File: src/rtl/core/ps2hl_pkg.sv
// Shared types, opcodes and sizes for the PS/2 host link with receive FIFO.
package ps2hl_pkg;

    // Event codes carried in the input beat's tuser
    localparam logic [1:0] OP_CLK_EDGE = 2'd0;
    localparam logic [1:0] OP_SEND     = 2'd1;
    localparam logic [1:0] OP_POP      = 2'd2;

    // Frame bit positions
    localparam logic [3:0] POS_FIRST   = 4'd1;
    localparam logic [3:0] POS_DATA_HI = 4'd8;
    localparam logic [3:0] POS_RX_LO   = 4'd2;
    localparam logic [3:0] POS_RX_HI   = 4'd9;
    localparam logic [3:0] POS_PARITY  = 4'd9;
    localparam logic [3:0] POS_STOP    = 4'd10;
    localparam logic [3:0] POS_ACK     = 4'd11;

    // Receive FIFO sizing
    localparam int FIFO_DEPTH = 16;
    localparam int FIFO_AW    = (FIFO_DEPTH > 1) ? $clog2(FIFO_DEPTH) : 1;
    localparam int FIFO_CW    = $clog2(FIFO_DEPTH + 1);
    localparam int LEVEL_W    = 5;

    // Line and transfer status after one event
    typedef struct packed {
        logic drive_enable;
        logic drive_level;
        logic busy;
        logic done;
        logic accepted;
    } t_link_stat;

    // Completed receive frame headed for the FIFO
    typedef struct packed {
        logic       valid;
        logic [7:0] data;
    } t_rx_push;

endpackage

File: src/rtl/core/ps2_host_link_with_receive_fifo_unit.sv
// Top level of the PS/2 host link with receive FIFO: beat registers and result register.
//
//  Channel   Dir  Beat accepted when              Payload
//  --------  ---  ------------------------------  ----------------------------------------
//  s_axis    in   s_axis_tvalid & s_axis_tready   tuser: opcode; tdata: line, send byte
//  m_axis    out  m_axis_tvalid & m_axis_tready   tdata: line drive, status, popped byte
//
// One event per cycle while the output is not stalled: an input beat is registered in
// the input beat register, processed by the frame sequencer and FIFO when the result
// register is free or draining, and its result lands in the output register. The FIFO
// store read is registered in the FIFO and drives the result's byte field. Synchronous
// active-low reset clears all control state; FIFO contents stay undefined. A stalled output
// holds its result and the input register keeps one more beat before s_axis_tready falls.
module ps2_host_link_with_receive_fifo_unit
    import ps2hl_pkg::*;
(
    input  logic        i_clk,
    input  logic        i_rst_n,
    input  logic        s_axis_tvalid,
    output logic        s_axis_tready,
    input  logic [15:0] s_axis_tdata,   // [0] data_line, [8:1] send_byte, [15:9] zero
    input  logic [1:0]  s_axis_tuser,   // [1:0] opcode
    output logic        m_axis_tvalid,
    input  logic        m_axis_tready,
    output logic [23:0] m_axis_tdata    // [0] drive_enable, [1] drive_level,
                                        // [2] busy_sending, [3] send_done,
                                        // [4] request_accepted, [5] byte_valid,
                                        // [13:6] byte_value, [18:14] fifo_level,
                                        // [23:19] zero
);

    // Input beat register
    logic               r_in_valid;
    logic [1:0]         r_in_op;
    logic               r_in_line;
    logic [7:0]         r_in_byte;

    // Result register
    logic               r_out_valid;
    t_link_stat         r_stat;
    logic               r_byte_valid;
    logic [LEVEL_W-1:0] r_level;

    logic               w_adv;
    t_link_stat         w_stat;
    t_rx_push           w_push;
    t_rx_push           w_push_q;
    logic               w_pop;
    logic               w_pop_ok;
    logic [7:0]         w_rd_data;
    logic [FIFO_CW-1:0] w_count_next;
    logic [FIFO_CW+LEVEL_W-1:0] w_count_ext;

    // Process the held beat when the result register is free or draining
    assign w_adv         = r_in_valid && (!r_out_valid || m_axis_tready);
    assign s_axis_tready = !r_in_valid || w_adv;

    always_ff @(posedge i_clk) begin
        if (!i_rst_n) begin
            r_in_valid <= 1'b0;
        end else if (s_axis_tready) begin
            r_in_valid <= s_axis_tvalid;
        end
    end

    always_ff @(posedge i_clk) begin
        if (s_axis_tready && s_axis_tvalid) begin
            r_in_op   <= s_axis_tuser;
            r_in_line <= s_axis_tdata[0];
            r_in_byte <= s_axis_tdata[8:1];
        end
    end

    ps2hl_frame u_frame (
        .i_clk       (i_clk),
        .i_rst_n     (i_rst_n),
        .i_en        (w_adv),
        .i_opcode    (r_in_op),
        .i_data_line (r_in_line),
        .i_send_byte (r_in_byte),
        .o_stat      (w_stat),
        .o_push      (w_push)
    );

    assign w_push_q = '{valid: w_push.valid && w_adv, data: w_push.data};
    assign w_pop    = w_adv && (r_in_op == OP_POP);

    ps2hl_rxfifo u_rxfifo (
        .i_clk        (i_clk),
        .i_rst_n      (i_rst_n),
        .i_push       (w_push_q),
        .i_pop        (w_pop),
        .o_pop_ok     (w_pop_ok),
        .o_rd_data    (w_rd_data),
        .o_count_next (w_count_next)
    );

    // Fill level reported masked to the field width
    assign w_count_ext = {{LEVEL_W{1'b0}}, w_count_next};

    // Result register
    always_ff @(posedge i_clk) begin
        if (!i_rst_n) begin
            r_out_valid <= 1'b0;
        end else if (w_adv) begin
            r_out_valid <= 1'b1;
        end else if (m_axis_tready) begin
            r_out_valid <= 1'b0;
        end
    end

    always_ff @(posedge i_clk) begin
        if (w_adv) begin
            r_stat       <= w_stat;
            r_byte_valid <= w_pop && w_pop_ok;
            r_level      <= w_count_ext[LEVEL_W-1:0];
        end
    end

    assign m_axis_tvalid = r_out_valid;
    assign m_axis_tdata  = {5'd0,
                            r_level,
                            r_byte_valid ? w_rd_data : 8'd0,
                            r_byte_valid,
                            r_stat.accepted,
                            r_stat.done,
                            r_stat.busy,
                            r_stat.drive_level,
                            r_stat.drive_enable};

endmodule

File: src/rtl/core/ps2hl_frame.sv
// Frame sequencer: bit position, shift byte, parity count and data line drive.
module ps2hl_frame
    import ps2hl_pkg::*;
(
    input  logic       i_clk,
    input  logic       i_rst_n,
    input  logic       i_en,          // one event is processed this cycle
    input  logic [1:0] i_opcode,
    input  logic       i_data_line,
    input  logic [7:0] i_send_byte,
    output t_link_stat o_stat,        // status after this event
    output t_rx_push   o_push         // received byte to store
);

    logic [3:0] r_pos, n_pos;
    logic [3:0] r_ones, n_ones;
    logic [7:0] r_shift, n_shift;
    logic       r_sending, n_sending;
    logic       r_drv_en, n_drv_en;
    logic       r_drv_lvl, n_drv_lvl;
    logic       w_done, w_accepted;
    logic [3:0] w_pos_m1, w_pos_m2;
    logic       w_tx_bit;

    assign w_pos_m1 = r_pos - 4'd1;
    assign w_pos_m2 = r_pos - 4'd2;

    // Data bit to drive at the current position (0 outside the data bits)
    assign w_tx_bit = (r_pos >= POS_FIRST && r_pos <= POS_DATA_HI) ?
                      r_shift[w_pos_m1[2:0]] : 1'b0;

    // Next state for one event
    always_comb begin
        n_pos       = r_pos;
        n_ones      = r_ones;
        n_shift     = r_shift;
        n_sending   = r_sending;
        n_drv_en    = r_drv_en;
        n_drv_lvl   = r_drv_lvl;
        w_done      = 1'b0;
        w_accepted  = 1'b0;
        o_push      = '{valid: 1'b0, data: r_shift};
        case (i_opcode)
            OP_CLK_EDGE: begin
                if (r_sending) begin
                    if (r_pos == POS_PARITY) begin
                        n_drv_lvl = ~r_ones[0];
                    end else if (r_pos == POS_STOP) begin
                        n_drv_lvl = 1'b1;
                    end else if (r_pos == POS_ACK) begin
                        n_shift   = 8'd0;
                        n_sending = 1'b0;
                        n_drv_en  = 1'b0;
                        n_drv_lvl = 1'b1;
                        w_done    = 1'b1;
                    end else begin
                        n_drv_lvl = w_tx_bit;
                        n_ones    = r_ones + {3'd0, w_tx_bit};
                    end
                end else begin
                    if (r_pos >= POS_RX_LO && r_pos <= POS_RX_HI) begin
                        if (i_data_line) begin
                            n_shift[w_pos_m2[2:0]] = 1'b1;
                        end
                    end else if (r_pos == POS_ACK) begin
                        o_push.valid = 1'b1;
                        n_shift      = 8'd0;
                    end
                end
                // position restarts at 0 on the last edge, then advances
                n_pos = (r_pos == POS_ACK) ? 4'd1 : r_pos + 4'd1;
            end
            OP_SEND: begin
                if (!r_sending) begin
                    n_pos      = POS_FIRST;
                    n_ones     = 4'd0;
                    n_shift    = i_send_byte;
                    n_sending  = 1'b1;
                    n_drv_en   = 1'b1;
                    n_drv_lvl  = 1'b0;
                    w_accepted = 1'b1;
                end
            end
            default: begin
            end
        endcase
        o_stat = '{drive_enable: n_drv_en, drive_level: n_drv_lvl, busy: n_sending,
                   done: w_done, accepted: w_accepted};
    end

    // State registers
    always_ff @(posedge i_clk) begin
        if (!i_rst_n) begin
            r_pos     <= POS_FIRST;
            r_ones    <= 4'd0;
            r_shift   <= 8'd0;
            r_sending <= 1'b0;
            r_drv_en  <= 1'b0;
            r_drv_lvl <= 1'b1;
        end else if (i_en) begin
            r_pos     <= n_pos;
            r_ones    <= n_ones;
            r_shift   <= n_shift;
            r_sending <= n_sending;
            r_drv_en  <= n_drv_en;
            r_drv_lvl <= n_drv_lvl;
        end
    end

endmodule

File: src/rtl/core/ps2hl_rxfifo.sv
// Receive FIFO: byte store with write/read indexes, fill count and registered read.
module ps2hl_rxfifo
    import ps2hl_pkg::*;
(
    input  logic               i_clk,
    input  logic               i_rst_n,
    input  t_rx_push           i_push,      // already qualified by the event strobe
    input  logic               i_pop,       // already qualified by the event strobe
    output logic               o_pop_ok,    // a pop now returns a stored byte
    output logic [7:0]         o_rd_data,   // byte from the last successful pop
    output logic [FIFO_CW-1:0] o_count_next
);

    logic [7:0]         r_mem [FIFO_DEPTH];
    logic [FIFO_AW-1:0] r_wr_idx, r_rd_idx;
    logic [FIFO_CW-1:0] r_count;
    logic               w_wr, w_rd;

    localparam logic [FIFO_AW-1:0] LAST_IDX = FIFO_AW'(FIFO_DEPTH - 1);
    localparam logic [FIFO_CW-1:0] FULL_CNT = FIFO_CW'(FIFO_DEPTH);

    assign o_pop_ok = (r_count != '0);
    assign w_wr     = i_push.valid && (r_count != FULL_CNT);
    assign w_rd     = i_pop && o_pop_ok;

    // Only one event per cycle, so a push and a pop never meet
    always_comb begin
        o_count_next = r_count;
        if (w_wr) begin
            o_count_next = r_count + FIFO_CW'(1);
        end else if (w_rd) begin
            o_count_next = r_count - FIFO_CW'(1);
        end
    end

    // Byte store, written at the write index, read into a register
    always_ff @(posedge i_clk) begin
        if (w_wr) begin
            r_mem[r_wr_idx] <= i_push.data;
        end
        if (w_rd) begin
            o_rd_data <= r_mem[r_rd_idx];
        end
    end

    // Indexes and fill count
    always_ff @(posedge i_clk) begin
        if (!i_rst_n) begin
            r_wr_idx <= '0;
            r_rd_idx <= '0;
            r_count  <= '0;
        end else begin
            if (w_wr) begin
                r_wr_idx <= (r_wr_idx == LAST_IDX) ? '0 : r_wr_idx + FIFO_AW'(1);
            end
            if (w_rd) begin
                r_rd_idx <= (r_rd_idx == LAST_IDX) ? '0 : r_rd_idx + FIFO_AW'(1);
            end
            r_count <= o_count_next;
        end
    end

endmodule

File: config.mk
export PLATFORM = sky130hd
export DESIGN_NAME = ps2_host_link_with_receive_fifo_unit
export DESIGN_NICKNAME = d
export VERILOG_FILES = /design/src/rtl/core/ps2hl_pkg.sv /design/src/rtl/core/ps2_host_link_with_receive_fifo_unit.sv /design/src/rtl/core/ps2hl_frame.sv /design/src/rtl/core/ps2hl_rxfifo.sv
export SDC_FILE = /design/constraint.sdc
export NUM_CORES = 1
export LEC_CHECK = 0
export CAP_MARGIN = 20
export CELL_PAD_IN_SITES_DETAIL_PLACEMENT = 1
export CELL_PAD_IN_SITES_GLOBAL_PLACEMENT = 1
export CORE_MARGIN = 2
export CORE_UTILIZATION = 58
export DETAILED_ROUTE_END_ITERATION = 16
export DONT_BUFFER_PORTS = 1
export GPL_ROUTABILITY_DRIVEN = 1
export PLACE_DENSITY = 0.93
export RECOVER_POWER = 100
export SLEW_MARGIN = 0
export SYNTH_ARGS = -nofsm -noshare
export SYNTH_HDL_FRONTEND = slang
export SYNTH_HIERARCHICAL = 1
export SYNTH_SLANG_ARGS = --single-unit
File: constraint.sdc
create_clock -name i_clk -period 8.9 [get_ports i_clk]
set_input_delay 0.445 -clock i_clk [delete_from_list [all_inputs] [get_ports i_clk]]
set_output_delay 0.445 -clock i_clk [all_outputs]
set_load 0.01 [all_outputs]
## Word-level counts from Yosys, hierarchy flattened

Memory sizes are Yosys's and may differ from the RTL's. A register that Yosys moved wholly into a read port is not among the register bits.
Index checks and enable logic that the tools add are counted.
Widths: inputs -> output; s select.

| operators by class | value |
|---|---|
| add/sub/neg operators | 8 |
| $mul | 0 |
| divide/modulo/power cells | 0 |
| magnitude comparators | 7 |
| equality and inequality tests | 16 |
| shift operators | 0 |
| multiplexer cells | 53 |
| bitwise logic cells | 4 |
| reduce and logical (&&, ||, !) cells | 21 |

Operator list:

| cell | count |
|---|---|
| $mux 8 | 8 |
| $mux 4 | 9 |
| $mux 1 | 26 |
| $eq 4x4->1 const B | 5 |
| $pmux 4 s2 | 2 |
| $pmux 8 s2 | 1 |
| $add 4x1->4 const B | 3 |
| $mux 5 | 2 |
| $logic_and 1x1->1 | 9 |
| $le 4x4->1 const B | 2 |
| $lt 3x4->1 const B | 2 |
| $ne 2x2->1 const B | 4 |
| $or 8x8->8 | 1 |
| $reduce_and 7->1 | 1 |
| $ne 3x3->1 const B | 2 |
| $pmux 1 s2 | 3 |
| $reduce_and 6->1 | 1 |
| $add 5x1->5 const B | 1 |
| $ne 5x5->1 const B | 1 |
| $reduce_bool 5->1 | 1 |
| $sub 5x1->5 const B | 1 |
| $add 4x1->4 | 1 |
| $ge 4x1->1 const B | 1 |
| $ge 4x2->1 const B | 1 |
| other kinds (16) | 21 |

| storage, ports and cells | value |
|---|---|
| register bits | 56 |
| latch bits | 0 |
| bits in writable memories | 128 |
| bits in read-only memories | 0 |
| word-level logic and storage cells | 131 |
| memories kept | 1 |

Memory list:

| name | depth | width | read ports | clocked after memory_dff | wr ports | RTL line | source |
|---|---|---|---|---|---|---|---|
| u_rxfifo.r_mem | 16 | 8 | 1 | 1 | 1 | ps2hl_rxfifo.sv:14 | `logic [7:0] r_mem [FIFO_DEPTH];` |

## Logic depth before layout (Yosys ltp)

| depth | value |
|---|---|
| depth after elaboration | 10 |
| depth in mapped cells | 12 |

## Hierarchy

The synthesis kept the hierarchy.

By module, submodules not included:

| module | instances | cells an instance | area an instance (µm²) |
|---|---|---|---|
| ps2hl_rxfifo | 1 | 334 | 6088.3 |
| ps2hl_frame | 1 | 158 | 1322.5 |
| ps2_host_link_with_receive_fifo_unit | 1 | 50 | 890.9 |

## Least setup slack after synthesis

No wires, ideal clock.

| timing path | value |
|---|---|
| kind | register to register |
| start point | reg u_frame.r_pos[3] |
| end point | mem u_rxfifo.r_mem[0][0], enable pin |
| setup time | 0.398 ns |
| data arrival time | 3.060 ns |
| required time | 8.502 ns |
| path slack | 5.442 ns |
| stages on the path, launching flop included | 11 |
| path buffers | 3 |
| period minus slack after synthesis | 3.458 ns |
| path through | dfxtp_1 > buf_4 > nor2b_1 > nand2_1 > or4_1 > nor2_1 > and3b_1 > clkbuf_1 > nand2_2 > buf_2 > nor4b_1 |

RTL lines:

| what | RTL line | source |
|---|---|---|
| start, declared | ps2hl_frame.sv:15 | `logic [3:0] r_pos, n_pos;` |
| start signal, assigned | ps2hl_frame.sv:101 | `r_pos <= n_pos;` |
| end, declared | ps2hl_rxfifo.sv:14 |  |

==> results.md <==
* Post-detail-place hpwl at 12700 um
* Run status: finished, violations left
* Peak supply drop at roughly 0.14 mV
* Synth-to-Final Area Change at 6.04%
* Transition time at the pin with the least slew margin at about 1900 ps
* Number of iterations in the first detailed-routing pass at 5
* Portion of the post-synthesis area used by sequential elements at between 60% and 70%
* Cell area after synthesis at between 8000 and 9000 sq um
* Final wirelength at roughly 21000 um
* Synthesis-stage register bit count at ~190
* Switching power share of the total at roughly 21%
* Highest fanout seen on the critical path at 16
* CTS tree: yes
* Crit path launch: u_frame/r_pos[3]
* Hold_ws at approximately 90 ps
* Netlist cell types at between 70 and 80
* Met3 Routed Length at 1300 um
* CTS H-tree lvls at 4
* Final Non-Filler Cells at between 700 and 800
* Setup TNS at 0 ps
* Shortest period the worst path allows at 4490 ps
* Crit start category: register
* Top metal layer carrying routed signals: met4
* Setup Fix Bufs, Post-CTS at 0
* Overall overflow remaining after global route at 0
* # DRC at 0
* Warnings from Yosys at 6
* IO Pins at 48
* HP Start: s_axis_tdata[3]
* Vert. Die Dim at about 120 um
* Internal power at 1.39 mW
* Die width at 124 um
* Normalized max-slew margin at -25.3%
* CP max stage delay at ~660 ps
* Clk network pwr share at between 40% and 50%
* Final layout net count at 564
* Slew Limit Fails at 31
* Vias/cell at between 6 and 7
* Number of routed nets with antenna violations at 0
* Hold path depth at 0
* Register share of total power at a little under three fifths
* Bufs and invs on worst path at 0
* Largest net degree at the start of global routing at 45
* Worst setup path class: reg -> reg
* Crit-path most repeated cell: sky130_fd_sc_hd__nand2_1
* Skew-Pair Late Insertion Delay at around 450 ps
* Sinks on Clock Net at 189
* N_diodes at 0
* Combined global-route utilization of all metal layers at between 20% and 30%
* Number of buffers added to fix hold violations after cts at 0
* Leak pwr at around 2.8 nW
* Share of cells above drive strength 1 at between 10 and 15%
* Die Outline Area at between 15000 and 20000 sq um
* Syn avg cell area at 15.3 sq um
* Fraction of registers with async set or reset after synthesis at 0%
* Routed length on met2 at between 10000 and 15000 um
* Post-placement setup slack at between 5000 and 6000 ps
* First-pass GRT wire length at 32100 um
* Timing-limited maximum frequency at between 200 and 250 MHz
* Deepest clock path buffer count at 2
* Logic gate share of total power at about 2.1%
* Number of endpoints failing setup at the final stage at 0
* Cell Rows at 43
* CTS root buf: sky130_fd_sc_hd__clkbuf_16
* Failing checks: max-capacitance violations, max-slew violations
* Reg2reg start: u_frame/r_pos[3]
* Register-to-register path setup slack at ~4400 ps
* Total design power at approximately 1.7 mW
* Reg-to-Reg End: u_rxfifo/r_mem[4][2]
* Port buffer count at 0
* Reg2reg path depth at 8
* Max-capacitance violation count at 1
* Starting utilization of the core area at 59.6%
* Core Area at roughly 14000 sq um
* Post-route clock skew at between 15 and 20 ps
* Avg WL per Cell at roughly 29 um
* CTS Buf Count at 17
* Via count at roughly 4900
* Via count of the first global-routing pass at between 5000 and 6000
* Final Wtd Congestion at approximately 0.88
* Class of the tightest hold or removal check: in -> reg
* Crit-path leading delay family: simple AND/OR/NAND/NOR gates
* Number of instances in the synthesized netlist at between 500 and 600
* EDFF count, synth at approximately 160
* Dominant register cell in the synthesized netlist: sky130_fd_sc_hd__edfxtp_1
* Hold Path Sink: r_in_byte[2]
* Switching Power at 0.362 mW
* Count of final hold-check violations at 0
* PwrDens at 199 nW/um^2
* Length of routed wiring on met1 at between 8000 and 9000 um
* Required time of the critical path at ~9000 ps
* Antenna violations before repair at 0
* Cell with the largest stage delay on the worst path: sky130_fd_sc_hd__and2_0
* Resized Gates After CTS at 0
* Setup slack after layout at between 4000 and 5000 ps
* Register clock-pin slew on the reported worst setup and hold paths at about 70 ps
* Critical Path, Cell by Cell: nor2b_1, nand2_1, or4_1, nor2_1, and3b_1, nand2_1, nor3_1, and2_0
* Kind of capture point of the worst setup path: register
* Arrival time of the worst setup path at 4560 ps
* RSZ-0062 raised after global routing: false
* Placed insts at ~700
* Tcrit/Tclk final at around half
* Initial drt markers at ~600
cell type report:
| class | count | area [sq um] |
|---|---|---|
| clock buffer | 22 | 485 |
| timing repair buffer | 7 | 42.5 |
| inverter | 11 | 42.5 |
| multi-input combinational | 304 | 2560 |
| sequential | 189 | 5370 |
| fill | 1233 | 5130 |
| clock inverter | 10 | 82.6 |
| tap | 180 | 225 |
per-layer routing:
metal  GRT usage (%)  vias to the layer above
li1                -                     2073
met1            37.9                     2547
met4            11.0                        0
met2            49.4                      264
met5               0                        -
met3            7.05                       45
placed cells by master, fill, tap and decap left out, types with 4 or more instances in the layout:
| cell type | count |
|---|---|
| sky130_fd_sc_hd__a21boi_0 | 6 |
| sky130_fd_sc_hd__a21oi_1 | 8 |
| sky130_fd_sc_hd__a22oi_1 | 10 |
| sky130_fd_sc_hd__a31oi_1 | 5 |
| sky130_fd_sc_hd__a32oi_1 | 8 |
| sky130_fd_sc_hd__and2_0 | 19 |
| sky130_fd_sc_hd__and2_1 | 6 |
| sky130_fd_sc_hd__and3_1 | 4 |
| sky130_fd_sc_hd__clkbuf_1 | 8 |
| sky130_fd_sc_hd__clkbuf_16 | 18 |
| sky130_fd_sc_hd__clkinv_2 | 5 |
| sky130_fd_sc_hd__conb_1 | 5 |
| sky130_fd_sc_hd__dfxtp_1 | 30 |
| sky130_fd_sc_hd__edfxtp_1 | 158 |
| sky130_fd_sc_hd__ha_1 | 12 |
| sky130_fd_sc_hd__inv_1 | 10 |
| sky130_fd_sc_hd__mux2i_1 | 30 |
| sky130_fd_sc_hd__mux4_2 | 26 |
| sky130_fd_sc_hd__nand2_1 | 31 |
| sky130_fd_sc_hd__nand2b_1 | 6 |
| sky130_fd_sc_hd__nand3_1 | 4 |
| sky130_fd_sc_hd__nor2_1 | 17 |
| sky130_fd_sc_hd__nor2b_1 | 7 |
| sky130_fd_sc_hd__nor3_1 | 7 |
| sky130_fd_sc_hd__nor4_1 | 4 |
| sky130_fd_sc_hd__nor4b_1 | 5 |
| sky130_fd_sc_hd__o21ai_0 | 15 |
| sky130_fd_sc_hd__o22ai_1 | 4 |
| sky130_fd_sc_hd__xnor2_1 | 7 |
registers in the layout, indices dropped and copies added (netlist names):
| name | cells |
|---|---|
| m_axis_tdata | 5 |
| m_axis_tvalid | 1 |
| r_byte_valid | 1 |
| r_in_byte | 8 |
| r_in_line | 1 |
| r_in_op | 2 |
| r_in_valid | 1 |
| r_level | 5 |
| u_frame/r_drv_en | 1 |
| u_frame/r_drv_lvl | 1 |
| u_frame/r_ones | 1 |
| u_frame/r_pos | 4 |
| u_frame/r_sending | 1 |
| u_frame/r_shift | 8 |
| u_rxfifo/o_rd_data | 8 |
| u_rxfifo/r_count | 5 |
| u_rxfifo/r_mem | 128 |
| u_rxfifo/r_rd_idx | 4 |
| u_rxfifo/r_wr_idx | 4 |
synth_stat cells, drive strengths merged (8+ instances only):
library cell	number	area, sq um
nor2	17	63.8
nor3	8	45.0
buf	30	223
a32oi	8	70.1
nand2	32	130
mux2i	30	313
o21ai	15	75.1
clkbuf	12	45.0
a22oi	10	80.1
edfxtp	158	4740
mux4	26	586
and2	25	156
ha	12	150
inv	11	43.8
dfxtp	31	621
a21oi	8	40.0
power by group through the flow:
stage | sequential (mW) | combinational, mW | clock (mW)
final | 0.970 | 0.0362 | 0.742
after global routing | 0.971 | 0.0393 | 0.782
after detailed placement | 0.989 | 0.0350 | 0
after floorplan | 0.982 | 0.0366 | 0
after CTS | 0.970 | 0.0367 | 0.750
after global placement | 0.988 | 0.0328 | 0
logic make-up (layout without fill, tap and decap cells):
group | Yosys count | count (layout) | share of synthesized area, %
buf+inv | 53 | 50 | 3.75
simple gates | 137 | 137 | 10.2
flops | 189 | 189 | 64.6
xor+xnor | 7 | 7 | 0.739
other cells | 1 | 5 | 0.0452
fa+ha+maj | 12 | 12 | 1.81
compound gates | 86 | 86 | 7.90
mux | 57 | 57 | 11.0
worst max-delay path by stage:
| stage | slack (ps) | endpoint | depth (start not counted) |
|---|---|---|---|
| after floorplan | 5440 | u_rxfifo/r_mem[0][0] | 10 |
| after global placement | 5390 | u_rxfifo/r_mem[4][1] | 8 |
| after detailed placement | 5090 | u_rxfifo/r_mem[4][7] | 8 |
| after CTS | 4840 | u_rxfifo/r_mem[4][7] | 8 |
| after global routing | 4290 | u_rxfifo/r_mem[4][6] | 8 |
| final | 4410 | u_rxfifo/r_mem[4][2] | 8 |
metrics by stage:
| stage | cell area (sq um) | util (%) |
|---|---|---|
| 2_1_floorplan | 8320 | - |
| 3_3_place_gp | 8320 | 59.7 |
| 3_5_place_dp | 8320 | 59.7 |
| 4_1_cts | 8880 | 63.8 |
| 5_1_grt | 8800 | 63.2 |
| 6_report | 8800 | 63.2 |
No activity file was read; power rests on OpenSTA's default activity.
